### src/rtl/beep_pattern_generator_top_assert.svh
// Assertion macros used by the beeper pattern RTL
`ifndef BEEP_PATTERN_GENERATOR_TOP_ASSERT_SVH
`define BEEP_PATTERN_GENERATOR_TOP_ASSERT_SVH

`ifndef SYNTHESIS

// checked only out of reset
`define BPG_ASSERT(lbl, prop, msg) \
    lbl: assert property (@(posedge clk) disable iff (!rst_n) (prop)) else $error(msg);

// checked on every edge, reset included
`define BPG_ASSERT_ALWAYS(lbl, prop, msg) \
    lbl: assert property (@(posedge clk) (prop)) else $error(msg);

`else

`define BPG_ASSERT(lbl, prop, msg)
`define BPG_ASSERT_ALWAYS(lbl, prop, msg)

`endif

`endif

### src/rtl/bpg_pkg.sv
// Types and constants of the beeper pattern generator
package bpg_pkg;

    localparam logic [15:0] POLL_TICKS    = 16'd20;
    localparam logic [15:0] DEFAULT_SHORT = 16'd50;

    // item kinds
    localparam logic [1:0] KIND_TICK  = 2'd0;
    localparam logic [1:0] KIND_SHORT = 2'd1;
    localparam logic [1:0] KIND_ALARM = 2'd2;
    localparam logic [1:0] KIND_STOP  = 2'd3;

    // configuration port
    localparam int unsigned CFG_ADDR_W = 3;
    localparam logic [CFG_ADDR_W-1:0] ADDR_AUDIBLE = 3'd0;
    localparam logic [CFG_ADDR_W-1:0] ADDR_PRESENT = 3'd4;

    typedef enum logic [1:0] {
        PH_POLL  = 2'd0,
        PH_SHORT = 2'd1,
        PH_ON    = 2'd2,
        PH_OFF   = 2'd3
    } phase_t;

    typedef struct packed {
        logic [1:0]  kind;
        logic [15:0] short_ms;
        logic [15:0] on_ms;
        logic [15:0] off_ms;
        logic [15:0] repeat_count;
    } in_item_t;

    typedef struct packed {
        logic tone_on;
        logic alarm_active;
        logic short_waiting;
    } out_item_t;

endpackage

### src/rtl/bpg_cfg.sv
// APB register file: audible_enable and hardware_present
module bpg_cfg (
    input  logic                            clk,
    input  logic                            rst_n,
    input  logic                            psel,
    input  logic                            penable,
    input  logic                            pwrite,
    input  logic [bpg_pkg::CFG_ADDR_W-1:0]  paddr,
    input  logic [31:0]                     pwdata,
    output logic [31:0]                     prdata,
    output logic                            pready,
    output logic                            allowed
);
    import bpg_pkg::*;

    logic audible_reg;
    logic audible_next;
    logic present_reg;
    logic present_next;
    logic wr_en;
    logic rd_bit;

    assign pready = 1'b1;
    assign wr_en  = psel & penable & pwrite;

    always_comb
    begin
        audible_next = audible_reg;
        present_next = present_reg;
        if (wr_en)
        begin
            unique case (paddr)
                ADDR_AUDIBLE: audible_next = pwdata[0];
                ADDR_PRESENT: present_next = pwdata[0];
                default: ;
            endcase
        end
    end

    always_ff @(posedge clk or negedge rst_n)
    begin
        if (!rst_n)
        begin
            audible_reg <= 1'b1;
            present_reg <= 1'b1;
        end
        else
        begin
            audible_reg <= audible_next;
            present_reg <= present_next;
        end
    end

    always_comb
    begin
        unique case (paddr)
            ADDR_AUDIBLE: rd_bit = audible_reg;
            ADDR_PRESENT: rd_bit = present_reg;
            default:      rd_bit = 1'b0;
        endcase
    end

    assign prdata  = {31'd0, rd_bit};
    assign allowed = audible_reg & present_reg;

endmodule

### src/rtl/bpg_core.sv
// Pattern state: poll wait, short beep, alarm on/off cycles
module bpg_core (
    input  logic               clk,
    input  logic               rst_n,
    input  logic               step,
    input  bpg_pkg::in_item_t  item,
    input  logic               allowed,
    output bpg_pkg::out_item_t result
);
    import bpg_pkg::*;

    `include "beep_pattern_generator_top_assert.svh"

    phase_t      phase_reg,      phase_next;
    logic [15:0] countdown_reg,  countdown_next;
    logic [15:0] pending_reg,    pending_next;
    logic [15:0] pat_on_reg,     pat_on_next;
    logic [15:0] pat_off_reg,    pat_off_next;
    logic [15:0] pat_rep_reg,    pat_rep_next;
    logic [15:0] cycles_reg,     cycles_next;
    logic        alarm_reg,      alarm_next;
    logic        drive_reg,      drive_next;

    logic        do_cycle;   // start next on/off cycle or finish
    logic [15:0] cyc;
    logic        tone_phase;
    logic        short_req;

    always_comb
    begin
        phase_next     = phase_reg;
        countdown_next = countdown_reg;
        pending_next   = pending_reg;
        pat_on_next    = pat_on_reg;
        pat_off_next   = pat_off_reg;
        pat_rep_next   = pat_rep_reg;
        cycles_next    = cycles_reg;
        alarm_next     = alarm_reg;
        drive_next     = drive_reg;
        do_cycle       = 1'b0;
        cyc            = cycles_reg;

        case (item.kind)
            KIND_TICK:
            begin
                if (countdown_reg > 16'd1)
                begin
                    countdown_next = countdown_reg - 16'd1;
                end
                else
                begin
                    unique case (phase_reg)
                        PH_POLL:
                        begin
                            if (pending_reg != 16'd0)
                            begin
                                countdown_next = pending_reg;
                                pending_next   = 16'd0;
                                phase_next     = PH_SHORT;
                                drive_next     = 1'b1;
                            end
                            else if (alarm_reg)
                            begin
                                do_cycle = 1'b1;
                                cyc      = pat_rep_reg;
                            end
                            else
                            begin
                                phase_next     = PH_POLL;
                                countdown_next = POLL_TICKS;
                                drive_next     = 1'b0;
                            end
                        end
                        PH_SHORT:
                        begin
                            drive_next = 1'b0;
                            if (alarm_reg)
                            begin
                                do_cycle = 1'b1;
                                cyc      = pat_rep_reg;
                            end
                            else
                            begin
                                phase_next     = PH_POLL;
                                countdown_next = POLL_TICKS;
                            end
                        end
                        PH_ON:
                        begin
                            drive_next     = 1'b0;
                            phase_next     = PH_OFF;
                            countdown_next = pat_off_reg;
                        end
                        PH_OFF:
                        begin
                            do_cycle = 1'b1;
                            if (pat_rep_reg != 16'd0 && cycles_reg != 16'd0)
                                cyc = cycles_reg - 16'd1;
                        end
                        default: ;
                    endcase

                    if (do_cycle)
                    begin
                        cycles_next = cyc;
                        if (alarm_reg && (cyc != 16'd0 || pat_rep_reg == 16'd0))
                        begin
                            phase_next     = PH_ON;
                            countdown_next = pat_on_reg;
                            drive_next     = 1'b1;
                        end
                        else
                        begin
                            alarm_next     = 1'b0;
                            phase_next     = PH_POLL;
                            countdown_next = POLL_TICKS;
                            drive_next     = 1'b0;
                        end
                    end
                end
            end
            KIND_SHORT:
            begin
                if (allowed)
                    pending_next = (item.short_ms != 16'd0) ? item.short_ms : DEFAULT_SHORT;
            end
            KIND_ALARM:
            begin
                if (allowed)
                begin
                    pat_on_next  = item.on_ms;
                    pat_off_next = item.off_ms;
                    pat_rep_next = item.repeat_count;
                    alarm_next   = 1'b1;
                    cycles_next  = item.repeat_count;
                    // restart at once if a cycle is running
                    if (phase_reg == PH_ON || phase_reg == PH_OFF)
                    begin
                        phase_next     = PH_ON;
                        countdown_next = item.on_ms;
                        drive_next     = 1'b1;
                    end
                end
            end
            default:
            begin
                alarm_next = 1'b0;
            end
        endcase
    end

    always_ff @(posedge clk or negedge rst_n)
    begin
        if (!rst_n)
        begin
            phase_reg     <= PH_POLL;
            countdown_reg <= POLL_TICKS;
            pending_reg   <= 16'd0;
            pat_on_reg    <= 16'd0;
            pat_off_reg   <= 16'd0;
            pat_rep_reg   <= 16'd0;
            cycles_reg    <= 16'd0;
            alarm_reg     <= 1'b0;
            drive_reg     <= 1'b0;
        end
        else if (step)
        begin
            phase_reg     <= phase_next;
            countdown_reg <= countdown_next;
            pending_reg   <= pending_next;
            pat_on_reg    <= pat_on_next;
            pat_off_reg   <= pat_off_next;
            pat_rep_reg   <= pat_rep_next;
            cycles_reg    <= cycles_next;
            alarm_reg     <= alarm_next;
            drive_reg     <= drive_next;
        end
    end

    assign result.tone_on       = drive_next;
    assign result.alarm_active  = alarm_next;
    assign result.short_waiting = (pending_next != 16'd0);

    assign tone_phase = (phase_reg == PH_SHORT) || (phase_reg == PH_ON);
    assign short_req  = step && (item.kind == KIND_SHORT) && allowed;

    // tone is on exactly while a short beep or an alarm on time plays
    `BPG_ASSERT(a_drive_phase, drive_reg == tone_phase, "drive out of step with phase")
    `BPG_ASSERT(a_short_held, short_req |=> pending_reg != 16'd0, "short request not held")
    `BPG_ASSERT(a_stop_clears, step && item.kind == KIND_STOP |=> !alarm_reg, "stop left alarm set")

endmodule

### src/rtl/beep_pattern_generator_top.sv
// An accepted item passes the input reg, then the result reg, before out_valid rises.
// Throughput: one item per cycle while the output is not stalled; the state update is a single pass of short logic.
// A stalled result holds the result register; one more item waits in the input reg.
// Reset (rst_n, async low): poll wait with a 20 ms countdown, no beep or alarm pending,
//   both enable registers set.
module beep_pattern_generator_top (
    input  logic                            clk,
    input  logic                            rst_n,
    input  logic                            in_valid,
    output logic                            in_stall,
    input  bpg_pkg::in_item_t               in_item,
    output logic                            out_valid,
    input  logic                            out_stall,
    output bpg_pkg::out_item_t              out_item,
    input  logic                            psel,
    input  logic                            penable,
    input  logic                            pwrite,
    input  logic [bpg_pkg::CFG_ADDR_W-1:0]  paddr,
    input  logic [31:0]                     pwdata,
    output logic [31:0]                     prdata,
    output logic                            pready
);
    import bpg_pkg::*;

    logic      in_valid_reg;
    in_item_t  in_item_reg;
    logic      out_valid_reg;
    out_item_t out_item_reg;
    logic      advance;
    logic      allowed;
    out_item_t result;

    // input register may move on when the result register frees up
    assign advance  = !out_valid_reg || !out_stall;
    assign in_stall = in_valid_reg && !advance;

    always_ff @(posedge clk or negedge rst_n)
    begin
        if (!rst_n)
        begin
            in_valid_reg  <= 1'b0;
            out_valid_reg <= 1'b0;
        end
        else
        begin
            if (!in_stall)
                in_valid_reg <= in_valid;
            if (advance)
                out_valid_reg <= in_valid_reg;
        end
    end

    always_ff @(posedge clk)
    begin
        if (in_valid && !in_stall)
            in_item_reg <= in_item;
        if (advance && in_valid_reg)
            out_item_reg <= result;
    end

    bpg_cfg u_cfg (
        .clk     (clk),
        .rst_n   (rst_n),
        .psel    (psel),
        .penable (penable),
        .pwrite  (pwrite),
        .paddr   (paddr),
        .pwdata  (pwdata),
        .prdata  (prdata),
        .pready  (pready),
        .allowed (allowed)
    );

    bpg_core u_core (
        .clk     (clk),
        .rst_n   (rst_n),
        .step    (in_valid_reg && advance),
        .item    (in_item_reg),
        .allowed (allowed),
        .result  (result)
    );

    assign out_valid = out_valid_reg;
    assign out_item  = out_item_reg;

endmodule

### config.mk
export PLATFORM = sky130hd
export DESIGN_NAME = beep_pattern_generator_top
export DESIGN_NICKNAME = d
export VERILOG_FILES = /design/src/rtl/bpg_pkg.sv /design/src/rtl/bpg_cfg.sv /design/src/rtl/bpg_core.sv /design/src/rtl/beep_pattern_generator_top.sv
export VERILOG_INCLUDE_DIRS = /design/src /design/src/rtl
export SDC_FILE = /design/constraint.sdc
export NUM_CORES = 1
export LEC_CHECK = 0
export BUFFER_PORTS_ARGS = -buffer_cell sky130_fd_sc_hd__buf_2
export CAP_MARGIN = 20
export CORE_ASPECT_RATIO = 0.6
export CORE_MARGIN = 8
export CORE_UTILIZATION = 39
export CTS_CLUSTER_SIZE = 24
export DETAILED_ROUTE_END_ITERATION = 8
export GPL_ROUTABILITY_DRIVEN = 0
export PLACE_DENSITY_LB_ADDON = 0.2
export SLEW_MARGIN = 5
export SYNTH_ARGS = -nofsm -noshare
export SYNTH_HDL_FRONTEND = slang
export SYNTH_SLANG_ARGS = --single-unit
### constraint.sdc
create_clock -name clk -period 5.8 [get_ports clk]
set_input_delay 0.58 -clock clk [delete_from_list [all_inputs] [get_ports clk]]
set_output_delay 0.58 -clock clk [all_outputs]
set_load 0.005 [all_outputs]
# Yosys cells after proc, flatten, opt, wreduce, memory -nomap -nowiden
# Index checks and enable logic that the tools add are counted.
# word_totals
register_bits,173
wordCells,123
input_bits,108
output_inout_bits,38
# op_classes
muxes,54
bitwise,3
n_addsub,2
n_reduce_logical,30
n_eq_ne,12
magnitude_cmp,1
# ops
op,n
$mux 16,20
$pmux 16 s2,3
$pmux 16 s3,2
$reduce_bool 16->1,6
$sub 16x1->16 const B,2
$gt 16x1->1 const B,1
$logic_not 16->1,1
$mux 1,15
$mux 2,7
$reduce_and 5->1,2
$eq 2x2->1 const B,3
$ne 6x2->1 const B,1
$pmux 1 s2,3
$pmux 1 s3,2
$pmux 2 s3,1
$reduce_and 6->1,1
$logic_and 1x1->1,5
$ne 5x2->1 const B,1
$eq 2x1->1 const B,2
$logic_not 1->1,4
$logic_not 2->1,2
$ne 2x1->1 const B,2
$ne 2x2->1 const B,2
$pmux 2 s2,1
other kinds (8),13

# Longest topological paths before layout
# depth
word_depth,13
depth_mapped,14
ltp_nobuf,12

# Hierarchy
# Synthesis repeated with hierarchy kept, for this count alone.
# hier_totals
hier_cells,851
hier_area_um2,8988.6
# modules_own_cells
module,cells_each,area_per_inst_um2,seq_area_each_um2,n_inst
bpg_core,729,6434.9,2504.9,1
beep_pattern_generator_top,77,2164.6,2122.0,1
bpg_cfg,45,389.1,52.6,1

# Least setup slack after synthesis
# No wires, ideal clock.
# synth_path
kind,register to register
startpoint,register u_core.cycles_reg[0]
endpoint,"register out_item_reg, in the netlist out_item[1], data pin"
setup_time_ns,0.271
stages_incl_launch_ff,14
path_buffers,1
t_arrival_ns,3.213
t_required_ns,5.529
path_slack_ns,2.316
period_less_slack_ns,3.484
path_cell_list,dfrtp_1 > inv_1 > ha_1 > or4b_1 > or3_4 > o21ai_4 > nor2_1 > a221o_1 > nor4_2 > nand3_1 > or3_4 > buf_6 > o311ai_2 > o21ai_1
# synth_lines
item,line,text
"start, declared",bpg_core.sv:20,"logic [15:0] cycles_reg, cycles_next;"
"start signal, assigned",bpg_core.sv:174,cycles_reg <= cycles_next;
"end signal, assigned",beep_pattern_generator_top.sv:58,out_item_reg <= result;
"end, declared",beep_pattern_generator_top.sv:28,out_item_t out_item_reg;

==> metrics.txt <==
number of warnings reported in the yosys synthesis log 0; Top FF cell, synth sky130_fd_sc_hd__dfrtp_1; antenna violations before repair 0; net total in the final layout 1,000; combined area of all synthesized cells 0.00886 mm2; Post-Route Hold Slack 0.187 ns; core area 0.0222 mm2; first-pass GRT wire length 40.1 mm; fin. max-slew vios 0; Crit Path Category flop to flop; number of buffers between clock root and the deepest sink 2; Via Count 6,888; Pwr per Cell Area 399 mW/mm2; number of flip-flops under the largest register name 66; clock tree from TritonCTS built; setup slack, reg-to-reg 1.40 ns; post-layout instance count excluding filler cells 1,207; final period demand of the worst path 4.40 ns; Gates resized, CTS repair 0; Rel. slew slack 0.263; via count of the first global-routing pass 6,639; number of levels in the clock H-tree 4; number of DRC violations after detailed-routing iteration 0 940; cells after synthesis 824; mean number of vias per cell 5.71; setup repair after global routing missed its margin no; cell taking the most area after synthesis sky130_fd_sc_hd__dfrtp_1; number of placed instances with taps included 1,174; largest net degree at the start of global routing 67; layout cells sized above 1 0.222; number of design rule violations left after detail routing 0; first drt pass iteration count 6; category of the worst setup path launch point flop; residual antenna-violating net count after detailed routing 0; number of buffers inserted during clock tree synthesis 17; worst setup skew after layout 0.0107 ns; leakage power total 0.00418 uW; path category of the worst min-delay check input pin to asynchronous set/reset pin; count of hold-fix buffers inserted at cts 0; sequential standard cell area 0.00468 mm2; Synth top area share 0.282; number of rows created at floorplan 42; result of the run finished clean; clock-pin slew on the worst setup and hold paths 0.07 ns; Async SR Flop Fraction 0.601; count of final setup violators 0; share of the clock period used by the worst path after layout 0.759; routed length per placed instance 21.0 um; Area Growth Syn to Fin 13.2%; Clk Tree Root Cell sky130_fd_sc_hd__clkbuf_16; arrival time of data at the critical path endpoint 4.58 ns; final sum of negative setup slack 0 ns; largest cells by area after synthesis sky130_fd_sc_hd__dfrtp_1, sky130_fd_sc_hd__edfxtp_1, sky130_fd_sc_hd__mux2_2; Multi-input gate area 0.00380 mm2; Tightest Pin Transition 1.09 ns; number of maximum-capacitance constraint violations 0; worst-case vdd ir drop 0.212 mV; insertion delay to the later sink of the worst-skew pair 0.44 ns; Die X 211 um; # clock sinks 173; global-route usage over all layers 0.183; Detailed Place HPWL 17.9 mm; remaining global-route overflow 0; number of synthesized register bits 173; top fanout value on the critical path 20; die outline area 0.0280 mm2; number of top-level pins 146; filler cell count 2,195; initial cell density of the core 0.400; maximum achievable frequency 227 MHz; input/output buffers 82; number of flops mapped to enable cells by yosys 69; count of final hold-check violations 0; Total Routed Length 25.4 mm; count of buffers added by post-CTS timing repair for setup 0; vertical die dimension 133 um; fraction of the yosys area taken by sequential cells 0.528; distinct cell type count after synthesis 73; average footprint of a synthesized cell 10.8 um2; category of the worst setup path capture point flop; required time of the critical path 5.98 ns
[layout make-up]
cell class,count,area share
flip-flops and latches,173,0.467
multi-input cells,583,0.379
repair buffers,94,0.0499
clock buffers,19,0.0453
well taps,308,0.0384
clock inverters,13,0.0145
inverters,16,0.00599
diodes,1,0.000249
[synth_stat cells, drive strengths merged, types with 7 or more instances]
cell type,n
a2111oi,8
a211oi,8
a21oi,48
a222oi,7
a22o,16
a22oi,8
a31oi,11
and2,8
buf,37
clkbuf,45
dfrtp,100
edfxtp,69
ha,7
inv,15
mux2,56
mux2i,12
nand2,82
nand2b,9
nand3,19
nor2,53
nor3,22
nor4,22
o21ai,51
o31ai,7
or3,7
[cell families (layout without fill, tap and decap cells)]
family,after synthesis,count (layout),synth area share
simple gates,244,244,0.135
compound gates,221,221,0.174
flops,173,173,0.528
buf+inv,98,142,0.0572
mux,68,68,0.0847
xor+xnor,11,11,0.0109
fa+ha+maj,7,7,0.00989
other cells,2,33,0.000848
[through the flow]
step | worst slack (ns) | power (uW) | area [um2] | utilization
after global placement | 1.51 | 2800 | 9420 | 0.425
after CTS | 1.49 | 4000 | 10000 | 0.452
after detailed placement | 1.53 | 2810 | 9430 | 0.425
after global routing | 1.17 | 4220 | 10000 | 0.452
after floorplan | 2.32 | 2460 | 8970 | -
final | 1.40 | 4000 | 10000 | 0.452
[path summary, 6_finish.rpt]
path                                startpoint               endpoint  cells past startpoint
hold reg to reg                in_item_reg[23]  u_core.pat_off_reg[7]                      1
setup / recovery           u_core.phase_reg[0]            out_item[1]                     13
hold / removal                           rst_n  u_core.pat_rep_reg[7]                      1
setup reg to reg           u_core.phase_reg[0]            out_item[1]                     13
max in group asynchronous                rst_n  u_core.pat_on_reg[14]                      2
min in group clk                   in_item[49]        in_item_reg[49]                      1
[report_power, final]
part           internal [uW]  leakage (uW)  total, uW  switching, uW
Combinational            438       0.00185       1150            715
Sequential              1460       0.00204       1680            221
Clock                    638      0.000290       1170            534
Total                   2530       0.00418       4000           1470
[cell usage in the layout (no fill, tap or decap), types with 9 or more instances in the layout]
master	count
sky130_fd_sc_hd__edfxtp_1	69
sky130_fd_sc_hd__buf_2	82
sky130_fd_sc_hd__a21oi_1	48
sky130_fd_sc_hd__nand2b_1	9
sky130_fd_sc_hd__nor4_1	20
sky130_fd_sc_hd__mux2i_1	12
sky130_fd_sc_hd__a31oi_1	11
sky130_fd_sc_hd__inv_1	15
sky130_fd_sc_hd__o21ai_0	46
sky130_fd_sc_hd__nand2_1	82
sky130_fd_sc_hd__conb_1	32
sky130_fd_sc_hd__mux2_2	55
sky130_fd_sc_hd__clkbuf_16	18
sky130_fd_sc_hd__nor2_1	53
sky130_fd_sc_hd__buf_4	12
sky130_fd_sc_hd__a22o_1	16
sky130_fd_sc_hd__dfrtp_1	100
sky130_fd_sc_hd__nor3_1	19
sky130_fd_sc_hd__nand3_1	19
[worst max-delay path: stages (launching register included)]
cell	delay, ns
sky130_fd_sc_hd__dfrtp_1	0.43
sky130_fd_sc_hd__inv_1	0.12
sky130_fd_sc_hd__ha_1	0.68
sky130_fd_sc_hd__clkinv_1	0.49
sky130_fd_sc_hd__nand2_1	0.17
sky130_fd_sc_hd__o31ai_1	0.13
sky130_fd_sc_hd__buf_2	0.23
sky130_fd_sc_hd__and2_1	0.19
sky130_fd_sc_hd__a22o_1	0.23
sky130_fd_sc_hd__a311oi_1	0.34
sky130_fd_sc_hd__nand3_1	0.16
sky130_fd_sc_hd__or3_4	0.52
sky130_fd_sc_hd__o311ai_2	0.32
sky130_fd_sc_hd__o21ai_1	0.12
[metal layers]
metal | global-route usage | wire, um | part of all wire | vias to the layer above
met4 | 0.0430 | 184 | 0.0073 | 0
li1 | - | - | - | 3195
met3 | 0.0644 | 2540 | 0.10 | 17
met1 | 0.296 | 13400 | 0.53 | 3353
met2 | 0.219 | 9240 | 0.36 | 323
met5 | 0 | 0 | 0 | -
Power figures use the tool's default switching activity.
